<file path="src/hw/rtl/ewpe_pkg.sv">
// ============================================================================
// ewpe_pkg: shared definitions for the edge window pedestal estimator
// Register map, method codes, reset values, parameter defaults and the
// handshake status type shared by the iterative arithmetic units.
// ============================================================================
package ewpe_pkg;

    // Parameter defaults.
    localparam int MAX_WINDOW_DEF  = 16;
    localparam int SAMPLE_BITS_DEF = 12;

    // Depth of the queue between the front and the back.
    localparam int QUEUE_DEPTH = 2;

    // Configuration port geometry.
    localparam int ADDR_W      = 4;
    localparam int DATA_W      = 32;
    localparam int REG_INDEX_W = 2;
    localparam int METHOD_W    = 2;
    localparam int COUNT_REG_W = 5;

    // Register indexes (byte address is four times the index).
    localparam logic [REG_INDEX_W-1:0] REG_METHOD     = 2'd0;
    localparam logic [REG_INDEX_W-1:0] REG_HEAD_COUNT = 2'd1;
    localparam logic [REG_INDEX_W-1:0] REG_TAIL_COUNT = 2'd2;

    // Window selection codes.
    localparam logic [METHOD_W-1:0] METHOD_HEAD = 2'd0;
    localparam logic [METHOD_W-1:0] METHOD_TAIL = 2'd1;
    localparam logic [METHOD_W-1:0] METHOD_BOTH = 2'd2;

    // Register reset values.
    localparam logic [METHOD_W-1:0]    METHOD_RESET     = METHOD_HEAD;
    localparam logic [COUNT_REG_W-1:0] HEAD_COUNT_RESET = 5'd3;
    localparam logic [COUNT_REG_W-1:0] TAIL_COUNT_RESET = 5'd5;

    // Output fields are unsigned 12.4 fixed point.
    localparam int              OUT_W   = 16;
    localparam logic [OUT_W-1:0] OUT_MAX = 16'hFFFF;

    // Status of an iterative arithmetic unit.
    typedef struct packed {
        logic busy;
        logic done;
    } unit_stat_t;

endpackage

</file>
<file path="src/hw/rtl/ewpe_fifo.sv">
// ============================================================================
// ewpe_fifo: small request queue between front and back
// Holds finished waveform summaries until the back end is free to take them.
// ============================================================================
module ewpe_fifo
    import ewpe_pkg::*;
#(
    parameter int WIDTH = 8,
    parameter int DEPTH = QUEUE_DEPTH
)
(
    input  logic             clk,
    input  logic             rst_n,
    input  logic             push,
    input  logic [WIDTH-1:0] push_data,
    input  logic             pop,
    output logic [WIDTH-1:0] pop_data,
    output logic             full,
    output logic             empty
);

    localparam int PW = (DEPTH > 1) ? $clog2(DEPTH) : 1;
    localparam int CNTW = $clog2(DEPTH + 1);

    logic [WIDTH-1:0] slot_reg [DEPTH];
    logic [PW-1:0]    wr_ptr_reg;
    logic [PW-1:0]    rd_ptr_reg;
    logic [CNTW-1:0]  count_reg;

    assign full     = (count_reg == CNTW'(DEPTH));
    assign empty    = (count_reg == '0);
    assign pop_data = slot_reg[rd_ptr_reg];

    // Pointers wrap at the queue depth.
    always_ff @(posedge clk or negedge rst_n)
    begin
        if (!rst_n)
        begin
            wr_ptr_reg <= '0;
            rd_ptr_reg <= '0;
            count_reg  <= '0;
        end
        else
        begin
            if (push)
            begin
                wr_ptr_reg <= (wr_ptr_reg == PW'(DEPTH - 1)) ? '0 : wr_ptr_reg + PW'(1);
            end
            if (pop)
            begin
                rd_ptr_reg <= (rd_ptr_reg == PW'(DEPTH - 1)) ? '0 : rd_ptr_reg + PW'(1);
            end
            if (push && !pop)
            begin
                count_reg <= count_reg + CNTW'(1);
            end
            else if (pop && !push)
            begin
                count_reg <= count_reg - CNTW'(1);
            end
        end
    end

    // Storage needs no reset: an entry is only read after it was written.
    always_ff @(posedge clk)
    begin
        if (push)
        begin
            slot_reg[wr_ptr_reg] <= push_data;
        end
    end

endmodule

</file>
<file path="src/hw/rtl/ewpe_div.sv">
// ============================================================================
// ewpe_div: iterative unsigned divider
// Restoring division, one quotient bit per cycle.
// ============================================================================
module ewpe_div
    import ewpe_pkg::*;
#(
    parameter int W  = 20,
    parameter int DW = 5
)
(
    input  logic          clk,
    input  logic          rst_n,
    input  logic          start,
    input  logic [W-1:0]  dividend,
    input  logic [DW-1:0] divisor,
    output logic [W-1:0]  quotient,
    output unit_stat_t    stat
);

    localparam int CNTW = $clog2(W + 1);

    logic          busy_reg;
    logic          done_reg;
    logic [CNTW-1:0] cnt_reg;
    logic [W-1:0]  acc_reg;
    logic [DW-1:0] rem_reg;
    logic [DW-1:0] den_reg;

    logic [DW:0]   trial;
    logic          fits;
    logic [DW:0]   diff;

    // One restoring step: bring down the next dividend bit and try a subtract.
    always_comb
    begin
        trial = {rem_reg, acc_reg[W-1]};
        fits  = (trial >= {1'b0, den_reg});
        diff  = trial - {1'b0, den_reg};
    end

    always_ff @(posedge clk or negedge rst_n)
    begin
        if (!rst_n)
        begin
            busy_reg <= 1'b0;
            done_reg <= 1'b0;
            cnt_reg  <= '0;
            acc_reg  <= '0;
            rem_reg  <= '0;
            den_reg  <= '0;
        end
        else
        begin
            done_reg <= 1'b0;
            if (start)
            begin
                busy_reg <= 1'b1;
                cnt_reg  <= CNTW'(W);
                acc_reg  <= dividend;
                rem_reg  <= '0;
                den_reg  <= divisor;
            end
            else if (busy_reg)
            begin
                acc_reg <= {acc_reg[W-2:0], fits};
                rem_reg <= fits ? diff[DW-1:0] : trial[DW-1:0];
                cnt_reg <= cnt_reg - CNTW'(1);
                if (cnt_reg == CNTW'(1))
                begin
                    busy_reg <= 1'b0;
                    done_reg <= 1'b1;
                end
            end
        end
    end

    assign quotient  = acc_reg;
    assign stat.busy = busy_reg;
    assign stat.done = done_reg;

endmodule

</file>
<file path="src/hw/rtl/ewpe_sqrt.sv">
// ============================================================================
// ewpe_sqrt: iterative integer square root
// Digit-by-digit method, one root bit per cycle.
// ============================================================================
module ewpe_sqrt
    import ewpe_pkg::*;
#(
    parameter int XW = 40
)
(
    input  logic            clk,
    input  logic            rst_n,
    input  logic            start,
    input  logic [XW-1:0]   radicand,
    output logic [XW/2-1:0] root,
    output unit_stat_t      stat
);

    localparam int RW   = XW / 2;
    localparam int CNTW = $clog2(RW + 1);

    logic          busy_reg;
    logic          done_reg;
    logic [CNTW-1:0] cnt_reg;
    logic [XW-1:0] x_reg;
    logic [RW-1:0] root_reg;
    logic [RW+1:0] rem_reg;

    logic [RW+3:0] rem_shift;
    logic [RW+3:0] trial;
    logic          fits;
    logic [RW+3:0] diff;

    // Bring down the next two radicand bits and test root*4+1.
    always_comb
    begin
        rem_shift = {rem_reg, x_reg[XW-1 -: 2]};
        trial     = {2'b00, root_reg, 2'b01};
        fits      = (rem_shift >= trial);
        diff      = rem_shift - trial;
    end

    always_ff @(posedge clk or negedge rst_n)
    begin
        if (!rst_n)
        begin
            busy_reg <= 1'b0;
            done_reg <= 1'b0;
            cnt_reg  <= '0;
            x_reg    <= '0;
            root_reg <= '0;
            rem_reg  <= '0;
        end
        else
        begin
            done_reg <= 1'b0;
            if (start)
            begin
                busy_reg <= 1'b1;
                cnt_reg  <= CNTW'(RW);
                x_reg    <= radicand;
                root_reg <= '0;
                rem_reg  <= '0;
            end
            else if (busy_reg)
            begin
                x_reg    <= {x_reg[XW-3:0], 2'b00};
                root_reg <= {root_reg[RW-2:0], fits};
                rem_reg  <= fits ? diff[RW+1:0] : rem_shift[RW+1:0];
                cnt_reg  <= cnt_reg - CNTW'(1);
                if (cnt_reg == CNTW'(1))
                begin
                    busy_reg <= 1'b0;
                    done_reg <= 1'b1;
                end
            end
        end
    end

    assign root      = root_reg;
    assign stat.busy = busy_reg;
    assign stat.done = done_reg;

endmodule

</file>
<file path="src/hw/rtl/ewpe_front.sv">
// ============================================================================
// ewpe_front: per-sample accumulation
// Takes one sample per cycle while the queue has room, keeps the head sums
// and a line of running totals from which the tail window sums fall out,
// and on the last sample queues a summary of the waveform for the back end.
// ============================================================================
module ewpe_front
    import ewpe_pkg::*;
#(
    parameter int MAX_WINDOW  = MAX_WINDOW_DEF,
    parameter int SAMPLE_BITS = SAMPLE_BITS_DEF,
    localparam int CW      = $clog2(MAX_WINDOW + 1),
    localparam int SUMW    = SAMPLE_BITS + CW,
    localparam int SQW     = 2 * SAMPLE_BITS + CW,
    localparam int ENTRY_W = METHOD_W + 2 * CW + 1 + 2 * SUMW + 2 * SQW
)
(
    input  logic                   clk,
    input  logic                   rst_n,
    input  logic                   in_valid,
    output logic                   in_ready,
    input  logic [SAMPLE_BITS-1:0] sample,
    input  logic                   last,
    input  logic [METHOD_W-1:0]    method,
    input  logic [COUNT_REG_W-1:0] head_count,
    input  logic [COUNT_REG_W-1:0] tail_count,
    input  logic                   q_full,
    output logic                   q_push,
    output logic [ENTRY_W-1:0]     q_data
);

    localparam int IW = (MAX_WINDOW > 1) ? $clog2(MAX_WINDOW) : 1;
    localparam int SB = SAMPLE_BITS;

    // A count of zero acts as one; a count above the window limit is clipped.
    function automatic logic [CW-1:0] eff_count(input logic [COUNT_REG_W-1:0] v);
        logic [CW-1:0] r;
        if (v == '0)
        begin
            r = CW'(1);
        end
        else if (int'(v) > MAX_WINDOW)
        begin
            r = CW'(MAX_WINDOW);
        end
        else
        begin
            r = CW'(v);
        end
        return r;
    endfunction

    logic [CW-1:0]   idx_reg;
    logic [SUMW-1:0] hsum_reg;
    logic [SQW-1:0]  hsq_reg;
    logic [SUMW-1:0] csum_reg [MAX_WINDOW];
    logic [SQW-1:0]  csq_reg  [MAX_WINDOW];

    logic               accept;
    logic [2*SB-1:0]    sq;
    logic [CW-1:0]      hc;
    logic [CW-1:0]      tc;
    logic [METHOD_W-1:0] m;
    logic               in_head;
    logic [CW-1:0]      len;
    logic [SUMW-1:0]    hsum_next;
    logic [SQW-1:0]     hsq_next;
    logic [SUMW-1:0]    csum_next;
    logic [SQW-1:0]     csq_next;
    logic [IW-1:0]      tail_idx;
    logic [SUMW-1:0]    tsum;
    logic [SQW-1:0]     tsq;
    logic               short_wf;

    assign in_ready = !q_full;
    assign accept   = in_valid && in_ready;
    assign q_push   = accept && last;

    // Sample classification and the sums it feeds.
    always_comb
    begin
        sq  = {{SB{1'b0}}, sample} * {{SB{1'b0}}, sample};
        hc  = eff_count(head_count);
        tc  = eff_count(tail_count);
        m   = (method == METHOD_BOTH || method == METHOD_TAIL || method == METHOD_HEAD)
              ? method : METHOD_BOTH;
        in_head = (idx_reg < hc);
        len = (idx_reg == CW'(MAX_WINDOW)) ? idx_reg : idx_reg + CW'(1);

        hsum_next = in_head ? hsum_reg + SUMW'(sample) : hsum_reg;
        hsq_next  = in_head ? hsq_reg + SQW'(sq) : hsq_reg;

        // Running totals wrap; the tail sum is the difference across tc samples.
        csum_next = csum_reg[0] + SUMW'(sample);
        csq_next  = csq_reg[0] + SQW'(sq);
        tail_idx  = IW'(tc - CW'(1));
        tsum      = csum_next - csum_reg[tail_idx];
        tsq       = csq_next - csq_reg[tail_idx];

        short_wf = ((m != METHOD_TAIL) && (len < hc)) || ((m != METHOD_HEAD) && (len < tc));

        q_data = {m, hc, tc, short_wf, hsum_next, hsq_next, tsum, tsq};
    end

    // Per-sample state; the head sums and index restart after the last sample.
    always_ff @(posedge clk or negedge rst_n)
    begin
        if (!rst_n)
        begin
            idx_reg  <= '0;
            hsum_reg <= '0;
            hsq_reg  <= '0;
            for (int i = 0; i < MAX_WINDOW; i++)
            begin
                csum_reg[i] <= '0;
                csq_reg[i]  <= '0;
            end
        end
        else if (accept)
        begin
            idx_reg  <= last ? '0 : len;
            hsum_reg <= last ? '0 : hsum_next;
            hsq_reg  <= last ? '0 : hsq_next;
            csum_reg[0] <= csum_next;
            csq_reg[0]  <= csq_next;
            for (int i = 1; i < MAX_WINDOW; i++)
            begin
                csum_reg[i] <= csum_reg[i-1];
                csq_reg[i]  <= csq_reg[i-1];
            end
        end
    end

endmodule

</file>
<file path="src/hw/rtl/ewpe_back.sv">
// ============================================================================
// ewpe_back: per-waveform statistics
// Takes one waveform summary from the queue, works out mean and sigma of the
// needed windows with a shared divider and a square root unit, picks the
// window and holds the result in the output register (zeros if too short).
// ============================================================================
module ewpe_back
    import ewpe_pkg::*;
#(
    parameter int MAX_WINDOW  = MAX_WINDOW_DEF,
    parameter int SAMPLE_BITS = SAMPLE_BITS_DEF,
    localparam int CW      = $clog2(MAX_WINDOW + 1),
    localparam int SUMW    = SAMPLE_BITS + CW,
    localparam int SQW     = 2 * SAMPLE_BITS + CW,
    localparam int ENTRY_W = METHOD_W + 2 * CW + 1 + 2 * SUMW + 2 * SQW
)
(
    input  logic               clk,
    input  logic               rst_n,
    input  logic [ENTRY_W-1:0] q_data,
    input  logic               q_empty,
    output logic               q_pop,
    output logic               out_valid,
    input  logic               out_ready,
    output logic [OUT_W-1:0]   base_mean,
    output logic [OUT_W-1:0]   base_sigma,
    output logic               used_tail,
    output logic               too_short
);

    localparam int PRODW = 2 * SUMW;
    localparam int RADW  = PRODW + 8;
    localparam int ROOTW = RADW / 2;
    localparam int DIVW  = (ROOTW > OUT_W) ? ROOTW : OUT_W;

    typedef enum logic [3:0] {
        B_IDLE,
        B_MEAN,
        B_MEAN_WAIT,
        B_SQR,
        B_NSQ,
        B_ROOT,
        B_ROOT_WAIT,
        B_SIG,
        B_SIG_WAIT,
        B_OUT
    } back_state_t;

    // Truncated result saturates at the top of the 12.4 range.
    function automatic logic [OUT_W-1:0] sat16(input logic [DIVW-1:0] q);
        logic [OUT_W-1:0] r;
        if (q > DIVW'(OUT_MAX))
        begin
            r = OUT_MAX;
        end
        else
        begin
            r = q[OUT_W-1:0];
        end
        return r;
    endfunction

    // Unpacked queue entry.
    logic [METHOD_W-1:0] q_method;
    logic [CW-1:0]       q_hc;
    logic [CW-1:0]       q_tc;
    logic                q_short;
    logic [SUMW-1:0]     q_hsum;
    logic [SQW-1:0]      q_hsq;
    logic [SUMW-1:0]     q_tsum;
    logic [SQW-1:0]      q_tsq;

    assign {q_method, q_hc, q_tc, q_short, q_hsum, q_hsq, q_tsum, q_tsq} = q_data;

    back_state_t         state_reg, state_next;
    logic [METHOD_W-1:0] e_method_reg, e_method_next;
    logic [CW-1:0]       e_hc_reg, e_hc_next;
    logic [CW-1:0]       e_tc_reg, e_tc_next;
    logic                e_short_reg, e_short_next;
    logic [SUMW-1:0]     e_hsum_reg, e_hsum_next;
    logic [SQW-1:0]      e_hsq_reg, e_hsq_next;
    logic [SUMW-1:0]     e_tsum_reg, e_tsum_next;
    logic [SQW-1:0]      e_tsq_reg, e_tsq_next;
    logic                win_tail_reg, win_tail_next;
    logic [PRODW-1:0]    prod_reg, prod_next;
    logic [RADW-1:0]     rad_reg, rad_next;
    logic [OUT_W-1:0]    mean_reg, mean_next;
    logic [OUT_W-1:0]    h_mean_reg, h_mean_next;
    logic [OUT_W-1:0]    h_sig_reg, h_sig_next;
    logic [OUT_W-1:0]    t_mean_reg, t_mean_next;
    logic [OUT_W-1:0]    t_sig_reg, t_sig_next;
    logic                out_valid_reg, out_valid_next;
    logic [OUT_W-1:0]    out_mean_reg, out_mean_next;
    logic [OUT_W-1:0]    out_sig_reg, out_sig_next;
    logic                out_tail_reg, out_tail_next;
    logic                out_short_reg, out_short_next;

    logic [SUMW-1:0]  cur_sum;
    logic [SQW-1:0]   cur_sq;
    logic [CW-1:0]    cur_n;
    logic [PRODW-1:0] n_sq;
    logic [PRODW-1:0] diff;
    logic             div_start;
    logic [DIVW-1:0]  div_dividend;
    logic [DIVW-1:0]  div_quot;
    unit_stat_t       div_stat;
    logic             sqrt_start;
    logic [ROOTW-1:0] sqrt_root;
    unit_stat_t       sqrt_stat;
    logic             tail_sel;
    logic [OUT_W-1:0] sig_now;

    // Window under work.
    always_comb
    begin
        cur_sum = win_tail_reg ? e_tsum_reg : e_hsum_reg;
        cur_sq  = win_tail_reg ? e_tsq_reg : e_hsq_reg;
        cur_n   = win_tail_reg ? e_tc_reg : e_hc_reg;
        n_sq    = {{SQW{1'b0}}, cur_n} * {{CW{1'b0}}, cur_sq};
        diff    = (n_sq > prod_reg) ? n_sq - prod_reg : '0;
    end

    // Shared divider: mean first, then sigma.
    assign div_start    = (state_reg == B_MEAN) || (state_reg == B_SIG);
    assign div_dividend = (state_reg == B_MEAN) ? DIVW'({cur_sum, 4'b0000}) : DIVW'(sqrt_root);
    assign sqrt_start   = (state_reg == B_ROOT);

    ewpe_div #(
        .W  (DIVW),
        .DW (CW)
    ) u_div (
        .clk      (clk),
        .rst_n    (rst_n),
        .start    (div_start),
        .dividend (div_dividend),
        .divisor  (cur_n),
        .quotient (div_quot),
        .stat     (div_stat)
    );

    ewpe_sqrt #(
        .XW (RADW)
    ) u_sqrt (
        .clk      (clk),
        .rst_n    (rst_n),
        .start    (sqrt_start),
        .radicand (rad_reg),
        .root     (sqrt_root),
        .stat     (sqrt_stat)
    );

    // Sequencer.
    always_comb
    begin
        state_next     = state_reg;
        e_method_next  = e_method_reg;
        e_hc_next      = e_hc_reg;
        e_tc_next      = e_tc_reg;
        e_short_next   = e_short_reg;
        e_hsum_next    = e_hsum_reg;
        e_hsq_next     = e_hsq_reg;
        e_tsum_next    = e_tsum_reg;
        e_tsq_next     = e_tsq_reg;
        win_tail_next  = win_tail_reg;
        prod_next      = prod_reg;
        rad_next       = rad_reg;
        mean_next      = mean_reg;
        h_mean_next    = h_mean_reg;
        h_sig_next     = h_sig_reg;
        t_mean_next    = t_mean_reg;
        t_sig_next     = t_sig_reg;
        out_valid_next = out_valid_reg && !out_ready;
        out_mean_next  = out_mean_reg;
        out_sig_next   = out_sig_reg;
        out_tail_next  = out_tail_reg;
        out_short_next = out_short_reg;
        q_pop          = 1'b0;
        sig_now        = sat16(div_quot);

        tail_sel = !e_short_reg && ((e_method_reg == METHOD_TAIL) ||
                   ((e_method_reg == METHOD_BOTH) && (t_sig_reg < h_sig_reg)));

        case (state_reg)
            B_IDLE:
            begin
                if (!q_empty)
                begin
                    q_pop         = 1'b1;
                    e_method_next = q_method;
                    e_hc_next     = q_hc;
                    e_tc_next     = q_tc;
                    e_short_next  = q_short;
                    e_hsum_next   = q_hsum;
                    e_hsq_next    = q_hsq;
                    e_tsum_next   = q_tsum;
                    e_tsq_next    = q_tsq;
                    win_tail_next = (q_method == METHOD_TAIL);
                    state_next    = q_short ? B_OUT : B_MEAN;
                end
            end
            B_MEAN:
            begin
                state_next = B_MEAN_WAIT;
            end
            B_MEAN_WAIT:
            begin
                if (div_stat.done)
                begin
                    mean_next  = sat16(div_quot);
                    state_next = B_SQR;
                end
            end
            B_SQR:
            begin
                prod_next  = {{SUMW{1'b0}}, cur_sum} * {{SUMW{1'b0}}, cur_sum};
                state_next = B_NSQ;
            end
            B_NSQ:
            begin
                rad_next   = {diff, 8'h00};
                state_next = B_ROOT;
            end
            B_ROOT:
            begin
                state_next = B_ROOT_WAIT;
            end
            B_ROOT_WAIT:
            begin
                if (sqrt_stat.done)
                begin
                    state_next = B_SIG;
                end
            end
            B_SIG:
            begin
                state_next = B_SIG_WAIT;
            end
            B_SIG_WAIT:
            begin
                if (div_stat.done)
                begin
                    if (win_tail_reg)
                    begin
                        t_mean_next = mean_reg;
                        t_sig_next  = sig_now;
                        state_next  = B_OUT;
                    end
                    else
                    begin
                        h_mean_next = mean_reg;
                        h_sig_next  = sig_now;
                        if (e_method_reg == METHOD_BOTH)
                        begin
                            win_tail_next = 1'b1;
                            state_next    = B_MEAN;
                        end
                        else
                        begin
                            state_next = B_OUT;
                        end
                    end
                end
            end
            B_OUT:
            begin
                // Result goes out once the output register is free.
                if (!out_valid_reg || out_ready)
                begin
                    out_valid_next = 1'b1;
                    out_short_next = e_short_reg;
                    out_tail_next  = tail_sel;
                    if (e_short_reg)
                    begin
                        out_mean_next = '0;
                        out_sig_next  = '0;
                    end
                    else if (tail_sel)
                    begin
                        out_mean_next = t_mean_reg;
                        out_sig_next  = t_sig_reg;
                    end
                    else
                    begin
                        out_mean_next = h_mean_reg;
                        out_sig_next  = h_sig_reg;
                    end
                    state_next = B_IDLE;
                end
            end
            default:
            begin
                state_next = B_IDLE;
            end
        endcase
    end

    always_ff @(posedge clk or negedge rst_n)
    begin
        if (!rst_n)
        begin
            state_reg     <= B_IDLE;
            e_method_reg  <= METHOD_HEAD;
            e_hc_reg      <= '0;
            e_tc_reg      <= '0;
            e_short_reg   <= 1'b0;
            e_hsum_reg    <= '0;
            e_hsq_reg     <= '0;
            e_tsum_reg    <= '0;
            e_tsq_reg     <= '0;
            win_tail_reg  <= 1'b0;
            prod_reg      <= '0;
            rad_reg       <= '0;
            mean_reg      <= '0;
            h_mean_reg    <= '0;
            h_sig_reg     <= '0;
            t_mean_reg    <= '0;
            t_sig_reg     <= '0;
            out_valid_reg <= 1'b0;
            out_mean_reg  <= '0;
            out_sig_reg   <= '0;
            out_tail_reg  <= 1'b0;
            out_short_reg <= 1'b0;
        end
        else
        begin
            state_reg     <= state_next;
            e_method_reg  <= e_method_next;
            e_hc_reg      <= e_hc_next;
            e_tc_reg      <= e_tc_next;
            e_short_reg   <= e_short_next;
            e_hsum_reg    <= e_hsum_next;
            e_hsq_reg     <= e_hsq_next;
            e_tsum_reg    <= e_tsum_next;
            e_tsq_reg     <= e_tsq_next;
            win_tail_reg  <= win_tail_next;
            prod_reg      <= prod_next;
            rad_reg       <= rad_next;
            mean_reg      <= mean_next;
            h_mean_reg    <= h_mean_next;
            h_sig_reg     <= h_sig_next;
            t_mean_reg    <= t_mean_next;
            t_sig_reg     <= t_sig_next;
            out_valid_reg <= out_valid_next;
            out_mean_reg  <= out_mean_next;
            out_sig_reg   <= out_sig_next;
            out_tail_reg  <= out_tail_next;
            out_short_reg <= out_short_next;
        end
    end

    assign out_valid  = out_valid_reg;
    assign base_mean  = out_mean_reg;
    assign base_sigma = out_sig_reg;
    assign used_tail  = out_tail_reg;
    assign too_short  = out_short_reg;

endmodule

</file>
<file path="src/hw/rtl/edge_window_pedestal_estimator_core.sv">
// ============================================================================
// edge_window_pedestal_estimator_core: baseline mean and RMS from waveform edges
// Top level: configuration registers, front end, summary queue, back end.
// ============================================================================
// The block takes one ADC sample per clock cycle while the input is ready
// and gives one result per waveform, whose end is the sample marked last.
// The front end takes a sample in every cycle while the two-entry summary
// queue has room. The back end works on one waveform at a time with the
// shared one-bit-per-cycle divider (mean, then sigma) and the
// one-bit-per-cycle square root unit, for each window that is needed;
// a waveform too short for its window skips the arithmetic. While the back
// end works, the front end goes on taking samples of the next waveforms;
// the input stalls once the queue is full. Registers sit at byte addresses
// 0 (method), 4 (head_count) and 8 (tail_count).
module edge_window_pedestal_estimator_core
    import ewpe_pkg::*;
#(
    parameter int MAX_WINDOW  = MAX_WINDOW_DEF,
    parameter int SAMPLE_BITS = SAMPLE_BITS_DEF
)
(
    input  logic                   clk,
    input  logic                   rst_n,
    input  logic                   psel,
    input  logic                   penable,
    input  logic                   pwrite,
    input  logic [ADDR_W-1:0]      paddr,
    input  logic [DATA_W-1:0]      pwdata,
    output logic [DATA_W-1:0]      prdata,
    output logic                   pready,
    input  logic                   in_valid,
    output logic                   in_ready,
    input  logic [SAMPLE_BITS-1:0] sample,
    input  logic                   last,
    output logic                   out_valid,
    input  logic                   out_ready,
    output logic [OUT_W-1:0]       base_mean,
    output logic [OUT_W-1:0]       base_sigma,
    output logic                   used_tail,
    output logic                   too_short
);

    localparam int CW      = $clog2(MAX_WINDOW + 1);
    localparam int SUMW    = SAMPLE_BITS + CW;
    localparam int SQW     = 2 * SAMPLE_BITS + CW;
    localparam int ENTRY_W = METHOD_W + 2 * CW + 1 + 2 * SUMW + 2 * SQW;

    logic [METHOD_W-1:0]    method_reg;
    logic [COUNT_REG_W-1:0] head_count_reg;
    logic [COUNT_REG_W-1:0] tail_count_reg;

    logic [REG_INDEX_W-1:0] reg_index;
    logic                   cfg_write;
    logic                   q_push;
    logic                   q_pop;
    logic                   q_full;
    logic                   q_empty;
    logic [ENTRY_W-1:0]     q_wdata;
    logic [ENTRY_W-1:0]     q_rdata;

    assign pready    = 1'b1;
    assign reg_index = paddr[ADDR_W-1:2];
    assign cfg_write = psel && penable && pwrite;

    // Configuration registers.
    always_ff @(posedge clk or negedge rst_n)
    begin
        if (!rst_n)
        begin
            method_reg     <= METHOD_RESET;
            head_count_reg <= HEAD_COUNT_RESET;
            tail_count_reg <= TAIL_COUNT_RESET;
        end
        else if (cfg_write)
        begin
            case (reg_index)
                REG_METHOD:     method_reg     <= pwdata[METHOD_W-1:0];
                REG_HEAD_COUNT: head_count_reg <= pwdata[COUNT_REG_W-1:0];
                REG_TAIL_COUNT: tail_count_reg <= pwdata[COUNT_REG_W-1:0];
                default:        ;
            endcase
        end
    end

    // Register read-back.
    always_comb
    begin
        case (reg_index)
            REG_METHOD:     prdata = DATA_W'(method_reg);
            REG_HEAD_COUNT: prdata = DATA_W'(head_count_reg);
            REG_TAIL_COUNT: prdata = DATA_W'(tail_count_reg);
            default:        prdata = '0;
        endcase
    end

    ewpe_front #(
        .MAX_WINDOW  (MAX_WINDOW),
        .SAMPLE_BITS (SAMPLE_BITS)
    ) u_front (
        .clk        (clk),
        .rst_n      (rst_n),
        .in_valid   (in_valid),
        .in_ready   (in_ready),
        .sample     (sample),
        .last       (last),
        .method     (method_reg),
        .head_count (head_count_reg),
        .tail_count (tail_count_reg),
        .q_full     (q_full),
        .q_push     (q_push),
        .q_data     (q_wdata)
    );

    ewpe_fifo #(
        .WIDTH (ENTRY_W),
        .DEPTH (QUEUE_DEPTH)
    ) u_fifo (
        .clk       (clk),
        .rst_n     (rst_n),
        .push      (q_push),
        .push_data (q_wdata),
        .pop       (q_pop),
        .pop_data  (q_rdata),
        .full      (q_full),
        .empty     (q_empty)
    );

    ewpe_back #(
        .MAX_WINDOW  (MAX_WINDOW),
        .SAMPLE_BITS (SAMPLE_BITS)
    ) u_back (
        .clk        (clk),
        .rst_n      (rst_n),
        .q_data     (q_rdata),
        .q_empty    (q_empty),
        .q_pop      (q_pop),
        .out_valid  (out_valid),
        .out_ready  (out_ready),
        .base_mean  (base_mean),
        .base_sigma (base_sigma),
        .used_tail  (used_tail),
        .too_short  (too_short)
    );

endmodule
</file>
<file path="config.mk">
export PLATFORM = sky130hd
export DESIGN_NAME = edge_window_pedestal_estimator_core
export DESIGN_NICKNAME = d
export VERILOG_FILES = /design/src/hw/rtl/ewpe_pkg.sv /design/src/hw/rtl/ewpe_fifo.sv /design/src/hw/rtl/ewpe_div.sv /design/src/hw/rtl/ewpe_sqrt.sv /design/src/hw/rtl/ewpe_front.sv /design/src/hw/rtl/ewpe_back.sv /design/src/hw/rtl/edge_window_pedestal_estimator_core.sv
export SDC_FILE = /design/constraint.sdc
export NUM_CORES = 2
export LEC_CHECK = 0
export ABC_AREA = 0
export CAP_MARGIN = 20
export CORE_MARGIN = 10
export CORE_UTILIZATION = 45
export DETAILED_ROUTE_END_ITERATION = 7
export DONT_BUFFER_PORTS = 1
export GPL_TIMING_DRIVEN = 0
export PLACE_DENSITY = 0.67
export SLEW_MARGIN = 10
export SYNTH_ARGS = -nofsm -noshare
export SYNTH_HDL_FRONTEND = slang
export SYNTH_HIERARCHICAL = 1
export SYNTH_SLANG_ARGS = --single-unit
</file>
<file path="constraint.sdc">
create_clock -name clk -period 10.3 [get_ports clk]
set_clock_uncertainty 0.05 [all_clocks]
set_input_delay 1.03 -clock clk [delete_from_list [all_inputs] [get_ports clk]]
set_output_delay 1.03 -clock clk [all_outputs]
set_load 0.05 [all_outputs]
</file>
After elaboration in Yosys (flattened, before gate mapping):

Memory sizes are Yosys's and may differ from the RTL's.
Cells that the tools add are included.
Widths: inputs -> output; s select.

* bits in registers: 1227
* memory bits (writable): 210
* output and inout bits: 69
* logic and storage cells: 260
* memories: 1

Memory list
* u_fifo.slot_reg: words 2, width 105, read ports 1, clocked after Yosys merged registers in 0, wr ports 1, RTL line ewpe_fifo.sv:25 `logic [WIDTH-1:0] slot_reg [DEPTH];`

* $add $sub $neg: 17
* multipliers: 3
* order comparisons: 11
* eq/ne operators: 26
* muxes and demuxes: 80
* bitwise gates (word level): 3
* reductions and logical operators: 44

Operators by type and width (count)
* $mux 29: 5
* $bmux 29 s4: 1
* $mux 21: 5
* $mux 17: 5
* $mux 42: 2
* $mux 16: 5
* $mux 5: 14
* $mux 23: 3
* $bmux 17 s4: 1
* $add 29x24->29: 2
* $pmux 4 s10: 1
* $add 17x12->17: 2
* $gt 34x34->1: 1
* $mul 17x17->34: 1
* $mul 5x29->34: 1
* $mux 34: 1
* $sub 34x34->34: 1
* $mux 4: 8
* $sub 29x29->29: 1
* $ge 25x23->1: 1
* $mul 12x12->24: 1
* $mux 1: 24
* $sub 23x23->23: 1
* $gt 21x16->1 const B: 1
* other kinds (38): 96

Logic depth before layout (Yosys ltp):

* depth after elaboration: 9
* gate-level depth with buffers: 38
* gate-level depth less buffers: 37

Hierarchy:

The synthesis kept the hierarchy.

Modules (own cells, without submodules)
* ewpe_front: times used 1, cells each 4851, area an instance 45104.5 um^2
* ewpe_back: times used 1, cells each 2723, area an instance 26202.6 um^2
* ewpe_fifo: times used 1, cells each 343, area an instance 7922.6 um^2
* ewpe_sqrt: times used 1, cells each 595, area an instance 5460.2 um^2
* ewpe_div: times used 1, cells each 193, area an instance 1990.7 um^2
* edge_window_pedestal_estimator_core: times used 1, cells each 71, area an instance 802.0 um^2

Worst setup path before layout:

Ideal clock, no wire load.

* path kind: input to register
* start point: input sample[4]
* end point: memory u_fifo/slot_reg[0][28] (netlist bit), data pin
* arrival: 9224 ps
* required time: 9992 ps
* path slack: 768 ps
* stages: 38
* path buffers: 1
* path through: clkbuf_1 > nand2_1 > inv_1 > fa_1 > fa_1 > inv_1 > fa_1 > inv_1 > fa_1 > inv_1 > fa_1 > inv_1 > ha_1 > a21oi_1 > o21ai_1 > a21o_1 > o21ba_2 > or2_2 > (+2 left out) > ha_1 > and3_1 > and3_1 > a32oi_1 > nand3_1 > a21oi_1 > xnor2_1 > ha_1 > a21oi_1 > o21ai_0 > or2_2 > a2111oi_4 > nor2_2 > a311oi_2 > maj3_4 > o21ai_2 > a2111o_1 > and3_1

* word-level cells in the longest chain between the ends: 3

RTL lines
* from (decl): RTL line edge_window_pedestal_estimator_core.sv:33 `input logic [SAMPLE_BITS-1:0] sample,`
* $mul 12x12->24: RTL line ewpe_front.sv:82 `sq = {{SB{1'b0}}, sample} * {{SB{1'b0}}, sample};`
* $add 29x24->29: RTL line ewpe_front.sv:95 `csq_next = csq_reg[0] + SQW'(sq);`
* net u_front.csq_next[19]: RTL line ewpe_front.sv:69 `logic [SQW-1:0] csq_next;`
* $sub 29x29->29: RTL line ewpe_front.sv:98 `tsq = csq_next - csq_reg[tail_idx];`
* net q_wdata[28]: RTL line edge_window_pedestal_estimator_core.sv:58 `logic [ENTRY_W-1:0] q_wdata;`
* to (decl): RTL line ewpe_fifo.sv:25

The timed path passes the listed nets, and every way through them passes these cells.

Worst setup path in the final report:

* start point: input sample[10]
* end point: memory u_fifo/slot_reg[1][28] (netlist bit), data pin

Same word-level chain as after synthesis.

==> Flow_metrics.wiki <==
{| class="wikitable"
! Metric !! Value
|-
| Count of buffers from port buffering || 0
|-
| Setup TNS Final || 0 ps
|-
| Post-Place Cell Area || 0.0912 mm^2
|-
| GR Util All Layers || 22.3%
|-
| Leakage power || 47.0 nW
|-
| Met1 track demand over resource in global routing || 29.1%
|-
| Gp weighted congestion || 0.901
|-
| Fraction of layout cells with a size suffix above 1 || ~11%
|-
| Final setup violation count || 0
|-
| Overall power after layout || 34.1 mW
|-
| GRT Max-Usage Layer || met2
|-
| Mean cell area of the mapped netlist || 9.97 um^2
|-
| Count of filler cells inserted in the layout || ~17,000
|-
| Transition at the pin with the smallest max-transition slack || 1210 ps
|-
| Horiz. Die Dim || 461 um
|-
| Reg-to-reg critical path startpoint || tail_count_reg[2]$_DFFE_PN1P_
|-
| Overall via count from detail_route || about 64,000
|-
| Fin. Hold Viols || 0
|-
| Drt first pass iters || 6
|-
| Most frequent cell on the critical path || fa_1
|-
| Rows || about 160
|-
| Die Outline Area || 0.212 mm^2
|-
| Number of flip-flops under the largest register name || about 460
|-
| Number of H-tree levels || 4
|-
| Clock latency at the later pin of the worst-skew pair || approximately 810 ps
|-
| Post-synthesis cell count || 8,774
|-
| Startpoint of the most critical setup path || sample[10]
|-
| Number of buffers created by CTS || ~150
|-
| Most frequent standard cell in the layout excluding fill and tap cells || nand2_1
|-
| Final Critical Period || ~10,000 ps
|-
| Area growth, synth to finish || 10.3%
|-
| Capturing point of the worst reg2reg path || u_fifo/slot_reg[1][28]$_DFFE_PP_
|-
| Post-CTS Setup Inserts || 0
|-
| Worst Setup Path Type || in2reg
|-
| Post-layout net count || a little under 10,000
|-
| Grt met2 use || 37.3%
|-
| Min-delay worst type || in2async
|-
| Max-slew headroom at the worst pin || ~20%
|-
| Remaining global-route overflow || 0
|-
| First-pass GRT wire length || 374 mm
|-
| Drt via density || 5.49
|-
| Die height || 461 um
|-
| Utilization after layout || 50.0%
|-
| Hold slack final || 57.8 ps
|-
| First DRT Iteration DRCs || roughly 5,400
|-
| Final ANT Viol Nets || 0
|-
| Number of global-route vias before repair || 64,470
|-
| Arrival time worst endpoint || 10,440 ps
|-
| Worst setup SP type || primary input
|-
| Maximum vdd ir drop || 678 uV
|-
| Initial antenna violation count || 8
|-
| Post-route cell area || 0.0965 mm^2
|-
| Clock slew seen by the registers of the worst setup and hold paths || 60 ps
|-
| Bufs on Longest Clock Path || 3
|-
| Max-cap violation count || 0
|-
| Reg2Reg Setup Slack || roughly 370 ps
|-
| Most frequent cells in the layout || 2,589 x nand2_1, 1,222 x dfrtp_1, 689 x inv_1
|-
| Critical-path top delay cell || fa_1
|-
| Number of remaining DRC errors || 0
|-
| Number of ports placed on the die boundary || 125
|-
| Top fanout value on the critical path || 10
|-
| Area of the mapped netlist || 0.0875 mm^2
|-
| Worst R2R Path Depth || 28
|-
| Max Transition Viols Final || 0
|-
| Reg area || approximately 0.037 mm^2
|-
| Yosys warning count || 6
|-
| Wire length per cell || around 21 um
|-
| Power density normalized to cell area || 353 mW/mm^2
|-
| Maximum number of pins on one net before global-route repair || approximately 250
|-
| Final wirelength || 240 mm
|-
| Met3 track utilization from global routing || 3.35%
|-
| Nature of the critical path endpoint || flip-flop
|-
| Status || finished, final reports clean
|-
| Highest clock rate || 100 MHz
|-
| Effective utilization at floorplan || a little under half
|-
| Detailed Place HPWL || approximately 180 mm
|-
| Endpoint of the most critical setup path || u_fifo/slot_reg[1][28]$_DFFE_PP_
|-
| Clock root cell || clkbuf_16
|-
| Tcrit/Tclk final || 97.1%
|-
| Worst path required time || 10,730 ps
|-
| Worst stage delay on the critical path || just over 500 ps
|-
| Clock tree from TritonCTS || built
|-
| Core Region || 0.193 mm^2
|-
| Area used by multi-input combinational logic || 0.0462 mm^2
|-
| Clock sink total || ~1,400
|}
## metal layers
metal	vias to the layer above	wire [um]
li1	29445	-
met2	2026	115000
met5	-	57
met1	31977	99400
met3	430	14600
met4	8	10400
## layout make-up
type / count / area share, %
Multi-Input combinational cell: 6241 / 47.9
Timing Repair Buffer: 26 / 0.545
Antenna cell: 6 / 0.0156
Inverter: 695 / 2.70
Buffer: 435 / 1.97
Tap cell: 2526 / 3.28
Sequential cell: 1436 / 38.3
Clock inverter: 60 / 0.790
Clock buffer: 209 / 4.48
## repair_timing
| action | CTS | global route |
|---|---|---|
| hold buffers | 1 | 0 |
| setup endpoints to repair | 0 | 45 |
| resized for setup | 0 | 35 |
| hold endpoints to repair | 45 | 0 |
## worst min path at each step
stage                                         start                                   to  depth (start not counted)
floorplan           u_front/csq_reg[10]$_DFFE_PN0P_      u_front/csq_reg[10]$_DFFE_PN0P_                          2
global placement    u_front/csq_reg[22]$_DFFE_PN0P_      u_front/csq_reg[22]$_DFFE_PN0P_                          2
detailed placement  u_front/csq_reg[27]$_DFFE_PN0P_      u_front/csq_reg[27]$_DFFE_PN0P_                          2
CTS                                           rst_n  u_back/u_sqrt/x_reg[23]$_DFFE_PN0P_                          1
global route                                  rst_n       u_back/rad_reg[23]$_DFFE_PN0P_                          1
finish                                        rst_n  u_back/u_sqrt/x_reg[23]$_DFFE_PN0P_                          1
## critical path: cells and delay by family
family                   cells  cell delay, ps
XOR/XNOR                     2             620
adder cells (fa/ha/maj)      9            3650
buffers and inverters        5             720
AND/OR/NAND/NOR              9            1790
AO/OA/AOI/OAI               11            2610
## through the flow
stage	setup slack (ps)	std cells
floorplan	768	8807
global placement	-1740	11333
detailed placement	-772	11352
CTS	30.0	11622
global route	-14.2	11629
finish	297	11634
## report_power, final
part	switching [mW]	internal, mW	total [mW]
registers	1.25	8.62	9.87
clock network	2.36	3.23	5.59
logic	11.3	7.28	18.6
total	14.9	19.1	34.1
Power figures use the tool's default switching activity.
